`src/design/assert_macros.svh`:
```
`ifndef ASSERT_MACROS_SVH
`define ASSERT_MACROS_SVH

// expr must never hold at a clock edge outside reset
`define AST_NEVER(lbl, expr, msg) \
lbl: assert property (@(posedge clk) disable iff (!arst_n) !(expr)) \
else $error(msg);

// ante implies cons at the same edge
`define AST_IMPLY(lbl, ante, cons, msg) \
lbl: assert property (@(posedge clk) disable iff (!arst_n) (ante) |-> (cons)) \
else $error(msg);

`endif

```
`src/design/plc_pkg.sv`:
```
`timescale 1ns / 1ps

package plc_pkg;

	localparam logic [2:0] OP_INS_FRONT = 3'd0;
	localparam logic [2:0] OP_INS_POS   = 3'd1;
	localparam logic [2:0] OP_INS_END   = 3'd2;
	localparam logic [2:0] OP_DEL_FRONT = 3'd3;
	localparam logic [2:0] OP_DEL_POS   = 3'd4;
	localparam logic [2:0] OP_DEL_END   = 3'd5;
	localparam logic [2:0] OP_DUMP      = 3'd6;

	localparam logic [2:0] ST_OK      = 3'd0;
	localparam logic [2:0] ST_INVALID = 3'd1;
	localparam logic [2:0] ST_OOB     = 3'd2;
	localparam logic [2:0] ST_EMPTY   = 3'd3;
	localparam logic [2:0] ST_FULL    = 3'd4;

	typedef struct packed {
		logic [2:0]         opcode;
		logic signed [31:0] value;
		logic [7:0]         position;
	} in_word_t;

	typedef struct packed {
		logic [2:0]         status;
		logic signed [31:0] item;
		logic               last;
	} out_word_t;

	// result word offered by the controller to the output register
	typedef struct packed {
		logic      valid;
		out_word_t word;
	} push_t;

	typedef enum logic [2:0] {
		S_IDLE,
		S_EXEC,
		S_SHIFT,
		S_PUT,
		S_DUMP_RD,
		S_DUMP_WAIT,
		S_RESP
	} fsm_t;

	typedef enum logic [1:0] {
		K_RESP,
		K_INS,
		K_DEL,
		K_DUMP
	} kind_t;

endpackage

```
`src/design/plc_mem.sv`:
```
`timescale 1ns / 1ps

module plc_mem #(
	parameter int DEPTH = 16,
	parameter int AW    = 4
) (
	input  logic              clk,
	input  logic              we,
	input  logic [AW-1:0]     waddr,
	input  logic [31:0]       wdata,
	input  logic              re,
	input  logic [AW-1:0]     raddr,
	output logic [31:0]       rdata
);

	logic [31:0] mem [DEPTH];

	always_ff @(posedge clk) begin
		if (we) begin
			mem[waddr] <= wdata;
		end
	end

	// registered read, held while re is low
	always_ff @(posedge clk) begin
		if (re) begin
			rdata <= mem[raddr];
		end
	end

endmodule

```
`src/design/plc_ctrl.sv`:
```
`timescale 1ns / 1ps
`include "assert_macros.svh"

module plc_ctrl #(
	parameter int CAPACITY = 16,
	parameter int AW       = 4,
	parameter int LW       = 5
) (
	input  logic              clk,
	input  logic              arst_n,
	input  logic              req_valid,
	output logic              req_stall,
	input  plc_pkg::in_word_t req,
	output plc_pkg::push_t    push,
	input  logic              push_ok,
	output logic              mem_we,
	output logic [AW-1:0]     mem_waddr,
	output logic [31:0]       mem_wdata,
	output logic              mem_re,
	output logic [AW-1:0]     mem_raddr,
	input  logic [31:0]       mem_rdata
);

	localparam int CW = ((LW > 8) ? LW : 8) + 1;

	plc_pkg::fsm_t  state_q, state_d;
	logic [2:0]     op_q;
	logic [31:0]    val_q;
	logic [7:0]     pos_q;
	logic [LW-1:0]  len_q;
	logic [LW-1:0]  cnt_q;
	logic [AW-1:0]  src_q;
	logic [AW-1:0]  slot_q;
	logic           dir_q;
	logic [2:0]     status_q;
	logic           wpend_s1;
	logic [AW-1:0]  waddr_s1;

	plc_pkg::kind_t ex_kind;
	logic [2:0]     ex_st;
	logic [AW-1:0]  ex_slot;
	logic           full, empty;
	logic [CW-1:0]  posx, lenx;

	assign full  = (len_q == LW'(CAPACITY));
	assign empty = (len_q == '0);
	assign posx  = CW'(pos_q);
	assign lenx  = CW'(len_q);

	// decode of the latched request against the current length
	always_comb begin
		ex_kind = plc_pkg::K_RESP;
		ex_st   = plc_pkg::ST_OK;
		ex_slot = '0;
		unique case (op_q)
			plc_pkg::OP_INS_FRONT, plc_pkg::OP_INS_END: begin
				if (full) begin
					ex_st = plc_pkg::ST_FULL;
				end else begin
					ex_kind = plc_pkg::K_INS;
					ex_slot = (op_q == plc_pkg::OP_INS_FRONT) ? '0 : AW'(len_q);
				end
			end
			plc_pkg::OP_INS_POS: begin
				priority if (pos_q == 8'd0) begin
					ex_st = plc_pkg::ST_INVALID;
				end else if (full) begin
					ex_st = plc_pkg::ST_FULL;
				end else if (posx > lenx + CW'(1)) begin
					ex_st = plc_pkg::ST_OOB;
				end else begin
					ex_kind = plc_pkg::K_INS;
					ex_slot = AW'(pos_q - 8'd1);
				end
			end
			plc_pkg::OP_DEL_FRONT, plc_pkg::OP_DEL_END: begin
				if (empty) begin
					ex_st = plc_pkg::ST_EMPTY;
				end else begin
					ex_kind = plc_pkg::K_DEL;
					ex_slot = (op_q == plc_pkg::OP_DEL_FRONT) ? '0 : AW'(len_q - LW'(1));
				end
			end
			plc_pkg::OP_DEL_POS: begin
				priority if (empty) begin
					ex_st = plc_pkg::ST_EMPTY;
				end else if (pos_q == 8'd0) begin
					ex_st = plc_pkg::ST_INVALID;
				end else if (posx > lenx) begin
					ex_st = plc_pkg::ST_OOB;
				end else begin
					ex_kind = plc_pkg::K_DEL;
					ex_slot = AW'(pos_q - 8'd1);
				end
			end
			plc_pkg::OP_DUMP: begin
				if (empty) begin
					ex_st = plc_pkg::ST_EMPTY;
				end else begin
					ex_kind = plc_pkg::K_DUMP;
				end
			end
			default: begin
				ex_st = plc_pkg::ST_OK;
			end
		endcase
	end

	// next state
	always_comb begin
		state_d = state_q;
		unique case (state_q)
			plc_pkg::S_IDLE: begin
				if (req_valid) state_d = plc_pkg::S_EXEC;
			end
			plc_pkg::S_EXEC: begin
				unique case (ex_kind)
					plc_pkg::K_INS, plc_pkg::K_DEL: state_d = plc_pkg::S_SHIFT;
					plc_pkg::K_DUMP:                state_d = plc_pkg::S_DUMP_RD;
					default:                        state_d = plc_pkg::S_RESP;
				endcase
			end
			plc_pkg::S_SHIFT: begin
				if (cnt_q == '0) state_d = dir_q ? plc_pkg::S_RESP : plc_pkg::S_PUT;
			end
			plc_pkg::S_PUT: begin
				state_d = plc_pkg::S_RESP;
			end
			plc_pkg::S_DUMP_RD: begin
				state_d = plc_pkg::S_DUMP_WAIT;
			end
			plc_pkg::S_DUMP_WAIT: begin
				if (push_ok) begin
					state_d = (cnt_q == LW'(1)) ? plc_pkg::S_IDLE : plc_pkg::S_DUMP_RD;
				end
			end
			plc_pkg::S_RESP: begin
				if (push_ok) state_d = plc_pkg::S_IDLE;
			end
			default: begin
				state_d = plc_pkg::S_IDLE;
			end
		endcase
	end

	// outputs
	always_comb begin
		req_stall  = (state_q != plc_pkg::S_IDLE);
		mem_re     = 1'b0;
		mem_raddr  = src_q;
		mem_we     = wpend_s1;
		mem_waddr  = waddr_s1;
		mem_wdata  = mem_rdata;
		push.valid = 1'b0;
		push.word  = '{status: status_q, item: 32'sd0, last: 1'b1};
		unique case (state_q)
			plc_pkg::S_SHIFT: begin
				mem_re = (cnt_q != '0);
			end
			plc_pkg::S_PUT: begin
				mem_we    = 1'b1;
				mem_waddr = slot_q;
				mem_wdata = val_q;
			end
			plc_pkg::S_DUMP_RD: begin
				mem_re = 1'b1;
			end
			plc_pkg::S_DUMP_WAIT: begin
				push.valid = 1'b1;
				push.word  = '{status: plc_pkg::ST_OK, item: mem_rdata,
				              last: (cnt_q == LW'(1))};
			end
			plc_pkg::S_RESP: begin
				push.valid = 1'b1;
			end
			default: begin
			end
		endcase
	end

	always_ff @(posedge clk or negedge arst_n) begin
		if (!arst_n) begin
			state_q <= plc_pkg::S_IDLE;
		end else begin
			state_q <= state_d;
		end
	end

	// length
	always_ff @(posedge clk or negedge arst_n) begin
		if (!arst_n) begin
			len_q <= '0;
		end else if (state_q == plc_pkg::S_PUT) begin
			len_q <= len_q + LW'(1);
		end else if (state_q == plc_pkg::S_SHIFT && cnt_q == '0 && dir_q) begin
			len_q <= len_q - LW'(1);
		end
	end

	// move pipeline: read issued now, write back next cycle
	always_ff @(posedge clk or negedge arst_n) begin
		if (!arst_n) begin
			wpend_s1 <= 1'b0;
		end else begin
			wpend_s1 <= (state_q == plc_pkg::S_SHIFT) && (cnt_q != '0);
		end
	end

	always_ff @(posedge clk) begin
		waddr_s1 <= dir_q ? (src_q - AW'(1)) : (src_q + AW'(1));
	end

	always_ff @(posedge clk) begin
		unique case (state_q)
			plc_pkg::S_IDLE: begin
				if (req_valid) begin
					op_q  <= req.opcode;
					val_q <= req.value;
					pos_q <= req.position;
				end
			end
			plc_pkg::S_EXEC: begin
				status_q <= ex_st;
				slot_q   <= ex_slot;
				unique case (ex_kind)
					plc_pkg::K_INS: begin
						cnt_q <= len_q - LW'(ex_slot);
						src_q <= AW'(len_q - LW'(1));
						dir_q <= 1'b0;
					end
					plc_pkg::K_DEL: begin
						cnt_q <= len_q - LW'(ex_slot) - LW'(1);
						src_q <= ex_slot + AW'(1);
						dir_q <= 1'b1;
					end
					plc_pkg::K_DUMP: begin
						cnt_q <= len_q;
						src_q <= '0;
					end
					default: begin
					end
				endcase
			end
			plc_pkg::S_SHIFT: begin
				if (cnt_q != '0) begin
					cnt_q <= cnt_q - LW'(1);
					src_q <= dir_q ? (src_q + AW'(1)) : (src_q - AW'(1));
				end
			end
			plc_pkg::S_DUMP_WAIT: begin
				if (push_ok) begin
					cnt_q <= cnt_q - LW'(1);
					src_q <= src_q + AW'(1);
				end
			end
			default: begin
			end
		endcase
	end

	`AST_NEVER(a_len_cap, len_q > LW'(CAPACITY), "length above capacity")
	`AST_NEVER(a_rw_clash, mem_we && mem_re && (mem_waddr == mem_raddr), "read and write same entry")
	`AST_NEVER(a_we_idle, mem_we && (state_q == plc_pkg::S_IDLE), "memory write while idle")
	`AST_IMPLY(a_len_step, len_q != $past(len_q), state_q == plc_pkg::S_RESP, "length moved off response")

endmodule

```
`src/design/positional_list_store_top.sv`:
```
// Insert: decode, shift later entries up, write the value, send status. Delete: decode, shift
// later entries down, send status. Dump: each value is read through the entry memory's single
// registered read port, then out. One request at a time: req_stall is high until it is done.
// Reset: arst_n clears length and control; entry memory is not cleared.
`timescale 1ns / 1ps

module positional_list_store_top #(
	parameter int CAPACITY = 16
) (
	input  logic               clk,
	input  logic               arst_n,
	input  logic               req_valid,
	output logic               req_stall,
	input  plc_pkg::in_word_t  req,
	output logic               rsp_valid,
	input  logic               rsp_stall,
	output plc_pkg::out_word_t rsp
);

	// entry index and length widths
	localparam int AW = (CAPACITY > 1) ? $clog2(CAPACITY) : 1;
	localparam int LW = $clog2(CAPACITY + 1);

	plc_pkg::push_t     push;
	logic               push_ok;
	logic               mem_we, mem_re;
	logic [AW-1:0]      mem_waddr, mem_raddr;
	logic [31:0]        mem_wdata, mem_rdata;
	logic               rsp_valid_q;
	plc_pkg::out_word_t rsp_q;

	// sequencer: decode, shift moves, dump walk
	plc_ctrl #(
		.CAPACITY (CAPACITY),
		.AW       (AW),
		.LW       (LW)
	) u_ctrl (
		.clk       (clk),
		.arst_n    (arst_n),
		.req_valid (req_valid),
		.req_stall (req_stall),
		.req       (req),
		.push      (push),
		.push_ok   (push_ok),
		.mem_we    (mem_we),
		.mem_waddr (mem_waddr),
		.mem_wdata (mem_wdata),
		.mem_re    (mem_re),
		.mem_raddr (mem_raddr),
		.mem_rdata (mem_rdata)
	);

	// list entries, one read and one write per cycle
	plc_mem #(
		.DEPTH (CAPACITY),
		.AW    (AW)
	) u_mem (
		.clk   (clk),
		.we    (mem_we),
		.waddr (mem_waddr),
		.wdata (mem_wdata),
		.re    (mem_re),
		.raddr (mem_raddr),
		.rdata (mem_rdata)
	);

	// output register: takes a new word when empty or being drained
	assign push_ok = !rsp_valid_q || !rsp_stall;

	always_ff @(posedge clk or negedge arst_n) begin
		if (!arst_n) begin
			rsp_valid_q <= 1'b0;
		end else if (push_ok) begin
			rsp_valid_q <= push.valid;
		end
	end

	always_ff @(posedge clk) begin
		if (push_ok && push.valid) begin
			rsp_q <= push.word;
		end
	end

	assign rsp_valid = rsp_valid_q;
	assign rsp       = rsp_q;

endmodule
```
`config.mk`:
```
export PLATFORM = sky130hd
export DESIGN_NAME = positional_list_store_top
export DESIGN_NICKNAME = d
export VERILOG_FILES = /design/src/design/plc_pkg.sv /design/src/design/plc_mem.sv /design/src/design/plc_ctrl.sv /design/src/design/positional_list_store_top.sv
export VERILOG_INCLUDE_DIRS = /design/src /design/src/design
export SDC_FILE = /design/constraint.sdc
export NUM_CORES = 1
export LEC_CHECK = 0
export ABC_AREA = 1
export BUFFER_PORTS_ARGS = -buffer_cell sky130_fd_sc_hd__buf_2
export CAP_MARGIN = 40
export CORE_AREA = 2 2 200 350
export CTS_CLUSTER_SIZE = 25
export DETAILED_ROUTE_END_ITERATION = 12
export DIE_AREA = 0 0 202 352
export MAX_ROUTING_LAYER = met4
export SYNTH_ARGS = -nofsm -noshare
export SYNTH_HDL_FRONTEND = slang
export SYNTH_SLANG_ARGS = --single-unit
```
`constraint.sdc`:
```
create_clock -name clk -period 4.5 [get_ports clk]
set_clock_uncertainty 0.15 [all_clocks]
set_input_delay 0.225 -clock clk [delete_from_list [all_inputs] [get_ports clk]]
set_output_delay 0.225 -clock clk [all_outputs]
set_load 0.02 [all_outputs]
```
After elaboration in Yosys (flattened, before gate mapping)

Memory sizes are Yosys's and may differ from the RTL's. A register that Yosys moved wholly into a read port is not among the register bits.
Index checks and enable logic that the tools add are counted.

Reduce and logical (&&, ||, !) cells: 26
$add $sub $neg: 10
Magnitude comparators: 2
Mux-type cells: 58
Eq/ne operators: 23

Operator list:

| cell                  | count |
|---|---|
| $mux W4               | 15 |
| $mux W3               | 11 |
| $mux W32              | 1 |
| $pmux W5 S3           | 2 |
| $pmux W4 S3           | 2 |
| $pmux W3 S7           | 1 |
| $mux W2               | 10 |
| $mux W5               | 4 |
| $eq A3 B3 Y1 const B  | 6 |
| $pmux W4 S4           | 1 |
| $sub A5 B1 Y5 const B | 3 |
| $eq A3 B2 Y1 const B  | 4 |
| $pmux W3 S4           | 1 |
| $logic_not A5 Y1      | 2 |
| $pmux W2 S5           | 1 |
| $add A4 B1 Y4 const B | 2 |
| $gt A8 B5 Y1          | 1 |
| $gt A8 B6 Y1          | 1 |
| $logic_not A8 Y1      | 1 |
| $ne A2 B2 Y1 const B  | 4 |
| $reduce_and A4 Y1     | 2 |
| $reduce_or A2 Y1      | 4 |
| $sub A4 B1 Y4 const B | 2 |
| $add A5 B1 Y6 const B | 1 |
| other kinds (21)      | 37 |

Register bits: 110
Bits in writable memories: 512
Memories kept: 1

Memory list:

| name      | words | bits a word | rd ports | clocked after memory_dff | wr ports | line          | source |
|---|---|---|---|---|---|---|---|
| u_mem.mem | 16    | 32          | 1        | 1                        | 1        | plc_mem.sv:16 | `logic [31:0] mem [DEPTH];` |

Longest topological paths before layout

Gate-level depths: netlist (run 1).

Word-level depth: 10
Mapped depth: 25
Gate-level depth less buffers: 24

Cells and area by module

Synthesis (run 1) repeated with hierarchy kept, for this count alone.

Cells, all modules: 2720
Area total of the unflattened synthesis: 28776.3 um^2

Modules (own cells, without submodules):

| module                    | sequential area each (um^2) | instances | area an instance (um^2) | cells an instance |
|---|---|---|---|---|
| plc_mem                   | 16335.7                     | 1         | 23050.9                 | 2120 |
| plc_ctrl                  | 2107.0                      | 1         | 4603.2                  | 559 |
| positional_list_store_top | 1106.1                      | 1         | 1122.3                  | 41 |

Least setup slack after synthesis (run 1)

OpenSTA, ideal clock, no wires.

Path kind: reg2reg
From: register u_ctrl.len_q[0]
To: register u_ctrl.cnt_q[4] (data pin)
Period minus slack after synthesis: 3.740 ns
Library setup time: 0.261 ns
Buffers on the path: 0
Required time: 4.089 ns
Stages on the path, launching flop included: 25
Arrival: 3.330 ns
Slack: 0.760 ns
Path through: dfrtp_1 -> inv_1 -> nor3_1 -> xor2_1 -> ha_1 -> nand2_1 -> inv_1 -> nand2_1 -> nand2_1 -> nand2_1 -> nand2_1 -> nand2_1 -> nand2_1 -> nand2_2 -> nand2_1 -> nand2_2 -> ha_1 -> fa_1 -> ha_1 -> inv_1 -> nor2_1 -> nand2_1 -> o21ai_0 -> a21oi_1 -> a2bb2oi_1

Cells in the longest elaborated chain, start to end: 10
Elaborated cells between the ends (all ways): 34
Classes of those cells: add/sub (4); order compare (2); eq/ne (4); mux (23); reduce/logical (1)

RTL lines:

| element                  | line                             | source |
|---|---|---|
| start: declaration       | plc_ctrl.sv:30                   | `logic [LW-1:0] len_q;` |
| start signal: assignment | plc_ctrl.sv:194                  | `len_q <= len_q + LW'(1);` |
| start signal: assignment | plc_ctrl.sv:196                  | `len_q <= len_q - LW'(1);` |
| $add A5 B1 Y6            | plc_ctrl.sv:69                   | `end else if (posx > lenx + CW'(1)) begin` |
| $gt A8 B6 Y1             | plc_ctrl.sv:69                   |  |
| $mux W4                  | plc_ctrl.sv:69                   |  |
| $mux W4                  | plc_ctrl.sv:67                   | `end else if (full) begin` |
| $mux W4                  | plc_ctrl.sv:65                   | `priority if (pos_q == 8'd0) begin` |
| $pmux W4 S4 (*)          | plc_ctrl.sv:55                   | `unique case (op_q)` |
| via u_ctrl.ex_slot[0]    | plc_ctrl.sv:41                   | `logic [AW-1:0] ex_slot;` |
| $sub A5 B4 Y5 (*)        | plc_ctrl.sv:227, plc_ctrl.sv:232 |  |
| $sub A5 B1 Y5            | plc_ctrl.sv:232                  | `cnt_q <= len_q - LW'(ex_slot) - LW'(1);` |
| $pmux W5 S3 (*)          | plc_ctrl.sv:225                  | `unique case (ex_kind)` |
| $pmux W5 S3 (*)          | plc_ctrl.sv:214                  | `unique case (state_q)` |
| end signal: assignment   | plc_ctrl.sv:227                  | `cnt_q <= len_q - LW'(ex_slot);` |
| end signal: assignment   | plc_ctrl.sv:232                  |  |
| end signal: assignment   | plc_ctrl.sv:237                  | `cnt_q <= len_q;` |
| end: declaration         | plc_ctrl.sv:31                   | `logic [LW-1:0] cnt_q;` |

The timed path passes the listed nets; every way through them passes the cells marked *.
A chain may end at the register's enable or synchronous reset.

Worst setup path after layout (run 1)

Ends and elaborated chain as after synthesis.

==> results of run 1 <==
## sequential cells by signal (all words and copies together) (netlist names), 4 cells and up
name and flops:
rsp 36, u_ctrl.pos_q 8, u_ctrl.val_q 32, u_mem.rdata 32, u_ctrl.mem_raddr 4, u_mem.mem 512, u_ctrl.slot_q 4, u_ctrl.cnt_q 5
u_ctrl.waddr_s1 4, u_ctrl.len_q 5
## timing repair
item / CTS / global route
endpoints found under the hold margin: 69 / 0
gates resized for setup: 0 / 8
hold buffers: 47 / 0
buffers inserted: 0 / 3
setup endpoints to repair: 0 / 2
## layer usage
layer | vias to the layer above | share of wire, % | wire length [um]
li1 | 7810 | - | -
met1 | 8586 | 39 | 27500
met2 | 600 | 52 | 36300
met3 | 151 | 5.5 | 3820
met4 | 0 | 3.4 | 2390
met5 | - | 0 | 0
## synthesized netlist by cell type, drive strengths merged
master and instances:
edfxtp 640, nor2 387, o21ai 372, o22ai 154, nand2 126, inv 107
clkbuf 91, buf 30, a21oi 28, ha 27, nand3 24, a22oi 12
xor2 12, dfrtp 10, nor3 9, or2 8, xnor2 6, dfxtp 4
nand4 3, o221ai 3, a211oi 2, o211ai 2, o311ai 2, a221oi 1
a2bb2oi 1, bufinv 1, fa 1, o2111ai 1, o22a 1, o31ai 1
## kinds of logic (layout without fill, tap and decap cells)
group	count (synthesis)	after routing
fa+ha+maj	28	28
xor+xnor	18	18
simple gates	557	557
compound gates	580	580
buf+inv	229	422
flops	654	654
## where the power goes
group / internal, mW / leakage (nW) / total (mW) / switching, mW
Clock: 2.80 / 0.938 / 5.08 / 2.29
Combinational: 2.30 / 3.57 / 7.86 / 5.57
Sequential: 8.77 / 5.98 / 9.09 / 0.316
## cell type report
class                           instances  area [um^2]
Clock inverter                         42          447
Multi-Input combinational cell       1183         6120
Inverter                              108          434
Fill cell                            6040        37300
Clock buffer                           66         1480
Tap cell                              903         1130
Timing Repair Buffer                  206         1670
Sequential cell                       654        19600
## critical path, stage by stage (launching register included)
cell and delay (ns):
dfrtp_2 0.43, clkinvlp_4 0.19, nor3_2 0.24, xor2_1 0.12, ha_1 0.31, nand2_1 0.05, inv_1 0.07, nand2_1 0.06
nand2_1 0.06, nand2_1 0.05, nand2_1 0.05, nand2_1 0.09, nand2_1 0.10, nand2_2 0.08, nand2_1 0.11, nand2_2 0.11
ha_1 0.25, fa_1 0.58, ha_1 0.20, inv_1 0.06, nor2_1 0.14, nand2_1 0.11, o21ai_2 0.14, a21oi_1 0.05
a2bb2oi_1 0.14
## worst min path at each step
stage               slack [ns]                           to    start  cells past startpoint
floorplan                -0.22        rsp_valid$_DFFE_PN0P_   arst_n                      0
global placement         -0.01  u_ctrl.len_q[4]$_DFFE_PN0P_   arst_n                      1
detailed placement      -0.008  u_ctrl.len_q[4]$_DFFE_PN0P_   arst_n                      1
CTS                       0.13   u_ctrl.val_q[20]$_DFFE_PP_  req[28]                      2
global route              0.15   u_ctrl.val_q[19]$_DFFE_PP_  req[27]                      2
finish                    0.16    u_ctrl.val_q[0]$_DFFE_PP_   req[8]                      2
## per-stage QoR
stage / hold slack, ns / utilization [%] / cells / setup WS (ns)
finish: 0.159 / 45.2 / 3162 / 0.309
detailed placement: -0.00837 / 41.6 / 3004 / 0.212
global route: 0.154 / 45.2 / 3162 / 0.00766
CTS: 0.130 / 45.2 / 3159 / 0.193
global placement: -0.0129 / 41.5 / 2994 / 0.280
floorplan: -0.221 / - / 2066 / 0.760
==> summary.md, run 1 <==
| Metric | Value |
|---|---|
| Final TNS setup | 0 ns |
| Routed WL | 70.0 mm |
| Worst EP required | 4.70 ns |
| R2R Path End | u_ctrl.cnt_q[4]$_DFFE_PP_ |
| Compound-Gate Fraction of Synth Area | 12.1% |
| Area of placed instances | 28400 um^2 |
| CP endpoint kind | flop |
| Core area | 68200 um^2 |
| Htree depth | 2 |
| Final hold viol count | 0 |
| PwrDens | 714 nW/um^2 |
| Crit path to | u_ctrl.cnt_q[4]$_DFFE_PP_ |
| Hold Path Class | input port to flop |
| Post-synthesis mux area share | 0% |
| Most frequent cells in the layout | edfxtp_1, nor2_1, o21ai_0, o22ai_1, nand2_1 |
| Reg2reg path depth | 24 |
| Worst R2R Setup Slack | 0.31 ns |
| Most common cell after layout, fill and taps aside | edfxtp_1 |
| Via count | 17147 |
| Clock Path Buffers | 3 |
| CTS tree | done |
| Root Buffer | clkbuf_16 |
| WP data arrival | 4.39 ns |
| M1 GR Usage | 23.8% |
| Post-route ant nets | 0 |
| Gr ovfl total | 0 |
| IO buf count | 84 |
| First-pass DRT Iterations | 5 |
| N_diodes | 0 |
| # nets final | 2286 |
| Met3 usage | 2.04% |
| Gp weighted congestion | 0.870 |
| Syn_nets | 2141 |
| Xor/xnor share of the synthesized area | 0.596% |
| Area growth, synth to finish | 16.6% |
| Remaining DRCs | 0 |
| Vert. Die Dim | 352 um |
| Largest net degree at the start of global routing | 189 |
| Sequential area share after synthesis | 73.9% |
| Start point of the critical path | u_ctrl.len_q[0]$_DFFE_PN0P_ |
| Crit Path Class | flop to flop |
| Post-Syn Area | 26400 um^2 |
| WL/cell | 22.1 um |
| Global-route wire length before repair | 105 mm |
| Initial antenna violation count | 0 |
| Global route hottest layer | met2 |
| Post-synth cell types | 49 |
| Mapped Avg Cell Area | 12.8 um^2 |
| Peak supply drop | 0.569 mV |
| Post-synthesis register bit count | 654 |
| Tcrit/Tclk final | 93.1% |
| Worst R2R Start | u_ctrl.len_q[0]$_DFFE_PN0P_ |
| Total CTS buffers | 58 |
| Minimum clock period | 4.19 ns |
| F_max | 239 MHz |
| Starting Density | 38.8% |
| Headroom to the max-slew limit | 38.1% |
| Die footprint | 71100 um^2 |
| Synth Area in Simple Gates | 8.47% |
| IO Count | 85 |
| Dpl hpwl | 36.7 mm |
| Clock transition at the registers of the reported paths | 0.07 ns |
| Vias in the first global route | 17225 |
| Worst-margin pin slew | 0.928 ns |
| CTS Sinks | 654 |
| Yosys Warn Count | 0 |
| Synth top area share | 72.7% |
| Critical Path Source Type | flop |
| Final Cell Area | 30800 um^2 |
| Area leader, netlist | edfxtp_1 |
| Max Cap Viol | 0 |
| Row count | 127 |
| Share of cells above drive strength 1 | 14.0% |
| Leakage power | 10.5 nW |
| Grt met2 use | 34.9% |
| Status | finished clean |
| Die Span X | 202 um |
| Synth Instances | 2066 |
| Final Max Slew Viols | 0 |
| Adder-Cell Fraction of Synth Area | 1.35% |
| Vias per std cell | 5.42 |
| Worst skew pair latency | 0.62 ns |
| RSZ-0062 raised after global routing | false |
| Gr usage total | 19.9% |
| Final setup fails | 0 |
| Dominant cells by area after synthesis | edfxtp_1, o21ai_0, nor2_1, o22ai_1, nand2_1 |
| CP max FO | 6 |
| Pwr Total | 22.0 mW |
| Combinational family with the most area after synthesis | compound AO/OA/AOI/OAI gates |
| Drt initial violations | 1515 |
Power figures use the tool's default switching activity.
==> inputs of run 2 (changes only) <==
==> constraint.sdc (replaced) <==
create_clock -name clk -period 4.4 [get_ports clk]
set_clock_uncertainty 0.15 [all_clocks]
set_input_delay 0.22 -clock clk [delete_from_list [all_inputs] [get_ports clk]]
set_output_delay 0.22 -clock clk [all_outputs]
set_load 0.02 [all_outputs]
==> run 2 against run 1 <==
  * Count of clock-buffer cells in the layout shrank 4
  * Hold slack gained 0.0040 ns
  * First-iteration DRC count shrank 2.0%
  * Largest cell class unchanged
  * Sequential power grew 2%
  * Final area shrank 0.18%
  * Fmax grew 0.47%
  * Critical endpoint unchanged
  * Critical path type unchanged
  * Global-route usage shrank 0.35 points
  * Sequential share of layout area grew 0.11 points
  * Routed wire length shrank 1.6%
==> summary.md, run 2 (synthesis results as in run 1) <==
| Metric | Value |
|---|---|
| Status | finished clean |
| Worst EP required | 4.62 ns (-0.08 ns) |
| CP max FO | 5 (-1) |
| Die Span X | 202 um (unchanged) |
| Vias per std cell | 5.44 (+0.24%) |
| Max reg flops | 512 (unchanged) |
| WL/cell | 21.8 um (-1.7%) |
| Worst-margin pin slew | 1.30 ns (+0.372 ns) |
| Headroom to the max-slew limit | 13.3% (-25 points) |
| Worst path cell trace | clkinvlp_4 > ha_1 > inv_1 > ha_1 > nand2_1 > nand2_1 > nand2_1 > nand2_1 > nand2_1 > nand2_1 > nand2_1 > nand2_1 > nand2_2 > nand2_1 > nand2_2 > ha_2 > fa_1 > ha_1 > inv_1 > nor2_2 > nand2_1 > o21ai_1 > a21oi_1 > a2bb2oi_1 |
| Worst R2R Setup Slack | 0.23 ns (-0.08 ns) |
| Multi-input gate area | 6110 um^2 (-0.22%) |
| CTS Sinks | 654 (unchanged) |
| Dpl hpwl | 37.6 mm (+2.4%) |
| Most frequent cells in the layout | edfxtp_1, nor2_1, o21ai_0, o22ai_1, nand2_1 |
| Htree depth | 2 (unchanged) |
| Clock Path Buffers | 3 (unchanged) |
| Root Buffer | clkbuf_16 |
| IO Count | 85 (unchanged) |
| WP data arrival | 4.39 ns (about the same) |
| Gp weighted congestion | 0.851 (-2.2%) |
| Hold Path Class | input port to flop |
| Leakage power | 10.5 nW (about the same) |
| Most common cell after layout, fill and taps aside | edfxtp_1 |
| Area of placed instances | 28400 um^2 (about the same) |
| Via count | 17199 (+0.30%) |
| Post-route ant nets | 0 (unchanged) |
| N_diodes | 0 (unchanged) |
| Fillers | 5993 (-0.78%) |
| Top delay family on crit path | adder cells |
| Initial antenna violation count | 0 (unchanged) |
| F_max | 240 MHz (+0.47%) |
| CP endpoint kind | flop |
| Crit Path Class | flop to flop |
| Core area | 68200 um^2 (unchanged) |
| # nets final | 2289 (+0.13%) |
| Tcrit/Tclk final | 94.8% (+1.7 points) |
| Gr ovfl total | 0 (unchanged) |
| Gr usage total | 19.6% (-0.35 points) |
| Most used cell, CP | nand2_1 |
| First-pass DRT Iterations | 5 (unchanged) |
| Area growth, synth to finish | 16.4% |
| Die footprint | 71100 um^2 (unchanged) |
| Worst skew pair latency | 0.62 ns (about the same) |
| Final Max Slew Viols | 0 (unchanged) |
| Global-route wire length before repair | 103 mm (-1.4%) |
| Largest reg by FF count | u_mem.mem |
| Final TNS setup | 0 ns (unchanged) |
| RSZ-0062 raised after global routing | false |
| Final setup fails | 0 (unchanged) |
| CTS tree | done |
| PwrDens | 728 nW/um^2 (+1.9%) |
| Post-Place Cells | 3010 (+0.20%) |
| Share of cells above drive strength 1 | 14.0% (-0.057 points) |
| Routed WL | 68.8 mm (-1.6%) |
| Peak supply drop | 0.588 mV (+3.3%) |
| Drt initial violations | 1484 (-2.0%) |
| Vert. Die Dim | 352 um (unchanged) |
| Critical Path Max Stage Delay | 0.59 ns (about the same) |
| FF/Latch Area | 19600 um^2 (about the same) |
| Minimum clock period | 4.17 ns (-0.0196 ns) |
| Clock transition at the registers of the reported paths | 0.07 ns (about the same) |
| Vias in the first global route | 17179 (-0.27%) |
| CP bufs+invs | 3 (unchanged) |
| Starting Density | 38.8% (unchanged) |
| Final std cells w/o fill | 3164 (+0.063%) |
| Critical Path Source Type | flop |
| Remaining DRCs | 0 (unchanged) |
| Critical-path top delay cell | fa_1 |
| Final Cell Area | 30800 um^2 (-0.18%) |
| Final hold viol count | 0 (unchanged) |
| Largest net degree at the start of global routing | 261 (+38%) |
| Row count | 127 (unchanged) |
| Max Cap Viol | 0 (unchanged) |
| IO buf count | 84 (unchanged) |
| Total CTS buffers | 56 (-3.4%) |
==> run 2: changes by cell type in the layout (fill, tap and decap cells not counted), moves of 2 or more <==
cell	delta
clkbuf_1	-3
o21ai_1	+2
buf_12	-4
buf_4	+8
inv_6	-4
clkinv_1	+5
==> run 2: final cells by class <==
| type | count | share of cell area, % |
|---|---|---|
| inverters | 108 | 1.41 |
| clock buffers | 62 | 4.69 |
| clock inverters | 43 | 1.49 |
| flip-flops and latches | 654 | 63.5 |
| multi-input cells | 1183 | 19.8 |
| well taps | 903 | 3.67 |
| repair buffers | 211 | 5.39 |
==> run 2: final timing paths <==
check / cells after the start / endpoint / from
max in group asynchronous: 3 / u_ctrl.len_q[0]$_DFFE_PN0P_ / arst_n
min in group asynchronous: 3 / u_ctrl.len_q[1]$_DFFE_PN0P_ / arst_n
worst max register to register: 24 / u_ctrl.cnt_q[4]$_DFFE_PP_ / u_ctrl.len_q[0]$_DFFE_PN0P_
worst min-delay path: 2 / u_ctrl.val_q[12]$_DFFE_PP_ / req[20]
worst max-delay path: 24 / u_ctrl.cnt_q[4]$_DFFE_PP_ / u_ctrl.len_q[0]$_DFFE_PN0P_
worst min register to register: 2 / rsp[33]$_SDFFCE_PP0P_ / u_ctrl.status_q[0]$_DFFE_PN_
==> run 2: report_power, final <==
| group | leakage (nW) | total, mW | switching (mW) | internal, mW |
|---|---|---|---|---|
| sequential | 5.98 | 9.27 | 0.303 | 8.97 |
| combinational | 3.58 | 8.02 | 5.70 | 2.32 |
| clock | 0.927 | 5.12 | 2.26 | 2.85 |
==> run 2: repair_timing <==
item	CTS	global route
setup endpoints to repair	0	4
resized for setup	0	7
hold endpoints to repair	61	0
hold buffers	47	0
setup buffers	0	2
==> run 2: per-layer routing <==
metal	up-vias	global-route usage (%)	part of all wire (%)
li1	7829	-	-
met1	8577	23.6	40
met2	644	33.7	51
met3	149	2.29	5.5
met4	0	7.50	3.5
met5	-	-	0
==> run 2: through the flow <==
step                hold slack [ns]  utilization [%]  worst slack, ns  power [mW]
floorplan                    -0.226                -            0.660        14.4
global placement            -0.0150             41.5            0.198        17.0
detailed placement          -0.0110             41.6            0.155        17.3
CTS                           0.136             45.1            0.126        22.5
global route                  0.157             45.2           0.0117        23.6
finish                        0.163             45.2            0.228        22.4
==> inputs of run 3 (changes only) <==
--- a/config.mk
+++ b/config.mk
@@ -10,6 +10,7 @@
 export BUFFER_PORTS_ARGS = -buffer_cell sky130_fd_sc_hd__buf_2
 export CAP_MARGIN = 40
 export CORE_AREA = 2 2 200 350
+export CTS_BUF_LIST = sky130_fd_sc_hd__clkbuf_4 sky130_fd_sc_hd__clkbuf_8
 export CTS_CLUSTER_SIZE = 25
 export DETAILED_ROUTE_END_ITERATION = 12
 export DIE_AREA = 0 0 202 352
==> run 3 against run 2 <==
  * First-iteration DRC count rose by 0.47%
  * Register-to-register slack barely moved
  * Worst setup slack improved by 0.0083 ns
  * Via count rose by 0.97%
  * Final area fell by 0.70%
  * Largest power group unchanged
==> summary.md, run 3 (synthesis results as in run 1) <==
| Metric | Value |
|---|---|
| Final setup fails | 0 (unchanged) |
| IO buf count | 84 (unchanged) |
| CTS Sinks | 654 (unchanged) |
| Worst R2R Setup Slack | 0.24 ns (about the same) |
| CP max FO | 5 (unchanged) |
| Htree depth | 3 (+1) |
| Switching Fraction | 37.9% (+1.0 points) |
| Largest net degree at the start of global routing | 261 (unchanged) |
| Max reg flops | 512 (unchanged) |
| Final Max Slew Viols | 0 (unchanged) |
| Global-route wire length before repair | 104 mm (+1.1%) |
| Status | finished clean |
| Final core area utilization | 44.8% (-0.31 points) |
| M1 GR Usage | 23.5% (-0.12 points) |
| Clock transition at the registers of the reported paths | 0.07 ns (about the same) |
| Share of cells above drive strength 1 | 15.8% (+1.8 points) |
| # nets final | 2324 (+1.5%) |
| Multi-input gate area | 6110 um^2 (unchanged) |
| Pwr Total | 21.8 mW (-2.7%) |
| Critical Path Source Type | flop |
| Clock power frac | 20.6% (-2.2 points) |
| Global route hottest layer | met2 |
| Fillers | 6031 (+0.63%) |
| Most common cell after layout, fill and taps aside | edfxtp_1 |
| Peak supply drop | 0.593 mV (+0.86%) |
| Hold Path Origin | req[37] |
| Reg power frac | 42.5% (+1.1 points) |
| Core area | 68200 um^2 (unchanged) |
| Area growth, synth to finish | 15.6% |
| Reg2reg path depth | 24 (unchanged) |
| Hold Path Class | input port to flop |
| Initial antenna violation count | 1 (+1) |
| Vias per std cell | 5.39 (-0.82%) |
| Starting Density | 38.8% (unchanged) |
| Depth of the worst hold-timing path | 2 (unchanged) |
| WP data arrival | 4.44 ns (+0.05 ns) |
| Comb power frac | 36.8% (+1.0 points) |
| Tcrit/Tclk final | 94.6% (-0.19 points) |
| CP endpoint kind | flop |
| Worst EP required | 4.67 ns (+0.05 ns) |
| Setup ws final | 0.237 ns (+0.00831 ns) |
| Final std cells w/o fill | 3221 (+1.8%) |
| Vert. Die Dim | 352 um (unchanged) |
| Root Buffer | clkbuf_8 |
| Die footprint | 71100 um^2 (unchanged) |
| Die Span X | 202 um (unchanged) |
| Met3 usage | 2.77% (+0.47 points) |
| Via count | 17365 (+0.97%) |
| Minimum clock period | 4.16 ns (-0.00831 ns) |
| PwrDens | 713 nW/um^2 (-2.0%) |
| Final TNS setup | 0 ns (unchanged) |
| Most frequent cells in the layout | edfxtp_1, nor2_1, o21ai_0, o22ai_1, nand2_1 |
| Gp weighted congestion | 0.851 (unchanged) |
| Total CTS buffers | 91 (+63%) |
| First-pass DRT Iterations | 5 (unchanged) |
| Leakage power | 10.5 nW (-0.22%) |
| Place WS | 0.155 ns (unchanged) |
| Remaining DRCs | 0 (unchanged) |
| Largest reg by FF count | u_mem.mem |
| WL/cell | 21.6 um (-0.60%) |
| Final hold viol count | 0 (unchanged) |
| Worst-margin pin slew | 1.19 ns (-0.109 ns) |
| Gr ovfl total | 0 (unchanged) |
| RSZ-0062 raised after global routing | false |
| Pint | 13.5 mW (-4.3%) |
| Post-route ant nets | 0 (unchanged) |
| Row count | 127 (unchanged) |
| Max Cap Viol | 0 (unchanged) |
| Worst skew pair latency | 0.67 ns (+0.05 ns) |
| Routed WL | 69.7 mm (+1.2%) |
| Crit Path Class | flop to flop |
| Worst R2R Start | u_ctrl.len_q[0]$_DFFE_PN0P_ |
| FF/Latch Area | 19600 um^2 (unchanged) |
| Vias in the first global route | 17471 (+1.7%) |
| Grt met2 use | 33.8% (+0.17 points) |
| Clock Path Buffers | 3 (unchanged) |
| Dpl hpwl | 37.6 mm (unchanged) |
| Post-Place Cells | 3010 (unchanged) |
| Headroom to the max-slew limit | 20.6% (+7.3 points) |
| Switch Pwr | 8.26 mW (about the same) |
| Hold Path End | u_ctrl.val_q[29]$_DFFE_PP_ |
| R2R Path End | u_ctrl.cnt_q[4]$_DFFE_PP_ |
| F_max | 240 MHz (+0.20%) |
| IO Count | 85 (unchanged) |
| Drt initial violations | 1491 (+0.47%) |
| CTS tree | done |
| Gr usage total | 19.9% (+0.29 points) |
-- run 3: changes by cell type in the layout (fill, tap and decap cells not counted), sizes merged --
cell      previous run  this run
clkbuf              62       119
clkinv              31        40
bufinv               9         2
clkinvlp             5         2
diode                0         1
-- run 3: worst max-delay path, cell delays in order (launching register included) --
cell	delay (ns)
dfrtp_2	0.42
clkinvlp_4	0.14
ha_1	0.37
inv_1	0.08
ha_1	0.30
nand2_1	0.06
nand2_1	0.06
nand2_1	0.05
nand2_1	0.05
nand2_1	0.04
nand2_1	0.06
nand2_1	0.09
nand2_1	0.10
nand2_2	0.08
nand2_1	0.11
nand2_2	0.12
ha_2	0.22
fa_1	0.59
ha_1	0.18
inv_1	0.07
nor2_2	0.14
nand2_1	0.09
o21ai_1	0.16
a21oi_1	0.06
a2bb2oi_1	0.14
-- run 3: worst max path at each step --
stage | endpoint | depth (start not counted) | start
after detailed placement | u_ctrl.cnt_q[4]$_DFFE_PP_ | 24 | u_ctrl.len_q[0]$_DFFE_PN0P_
final | u_ctrl.cnt_q[4]$_DFFE_PP_ | 24 | u_ctrl.len_q[0]$_DFFE_PN0P_
after global routing | u_ctrl.cnt_q[4]$_DFFE_PP_ | 23 | u_ctrl.len_q[0]$_DFFE_PN0P_
after CTS | u_ctrl.cnt_q[4]$_DFFE_PP_ | 24 | u_ctrl.len_q[0]$_DFFE_PN0P_
after global placement | u_ctrl.cnt_q[4]$_DFFE_PP_ | 24 | u_ctrl.len_q[0]$_DFFE_PN0P_
after floorplan | u_ctrl.cnt_q[4]$_DFFE_PP_ | 24 | u_ctrl.len_q[0]$_DFFE_PN0P_
-- run 3: metal layers --
| metal | routed length (um) | share of wire, % |
|---|---|---|
| met1 | 27200 | 39 |
| met2 | 35300 | 51 |
| met3 | 4380 | 6.3 |
| met4 | 2710 | 3.9 |
| met5 | 0 | 0 |
-- run 3: final cells by class --
class                           instances  share of cell area [%]
Antenna cell                            1                 0.00819
Clock buffer                          119                    4.83
Clock inverter                         42                   0.692
Inverter                              108                    1.42
Multi-Input combinational cell       1183                    20.0
Sequential cell                       654                    64.0
Tap cell                              903                    3.70
Timing Repair Buffer                  211                    5.43
-- run 3: power groups by stage --
stage	Sequential (mW)	Combinational (mW)	Clock (mW)
4_1_cts	9.27	8.01	4.60
2_1_floorplan	9.44	4.96	0
3_5_place_dp	9.39	7.95	0
6_report	9.27	8.03	4.50
5_1_grt	9.35	8.84	4.84
3_3_place_gp	9.39	7.61	0
-- run 3: timing repair --
item,in CTS,in global routing
endpoints found under the setup margin,0,4
hold endpoints to repair,78,0
hold buffers,47,0
resized for setup,0,7
setup buffers,0,2
-- run 3: per-stage QoR --
step                      cell area (um^2)  hold slack [ns]
after floorplan                      26400           -0.226
after global placement               28300          -0.0150
after detailed placement             28400          -0.0110
after CTS                            30500           0.0544
after global routing                 30600            0.102
final                                30600            0.115
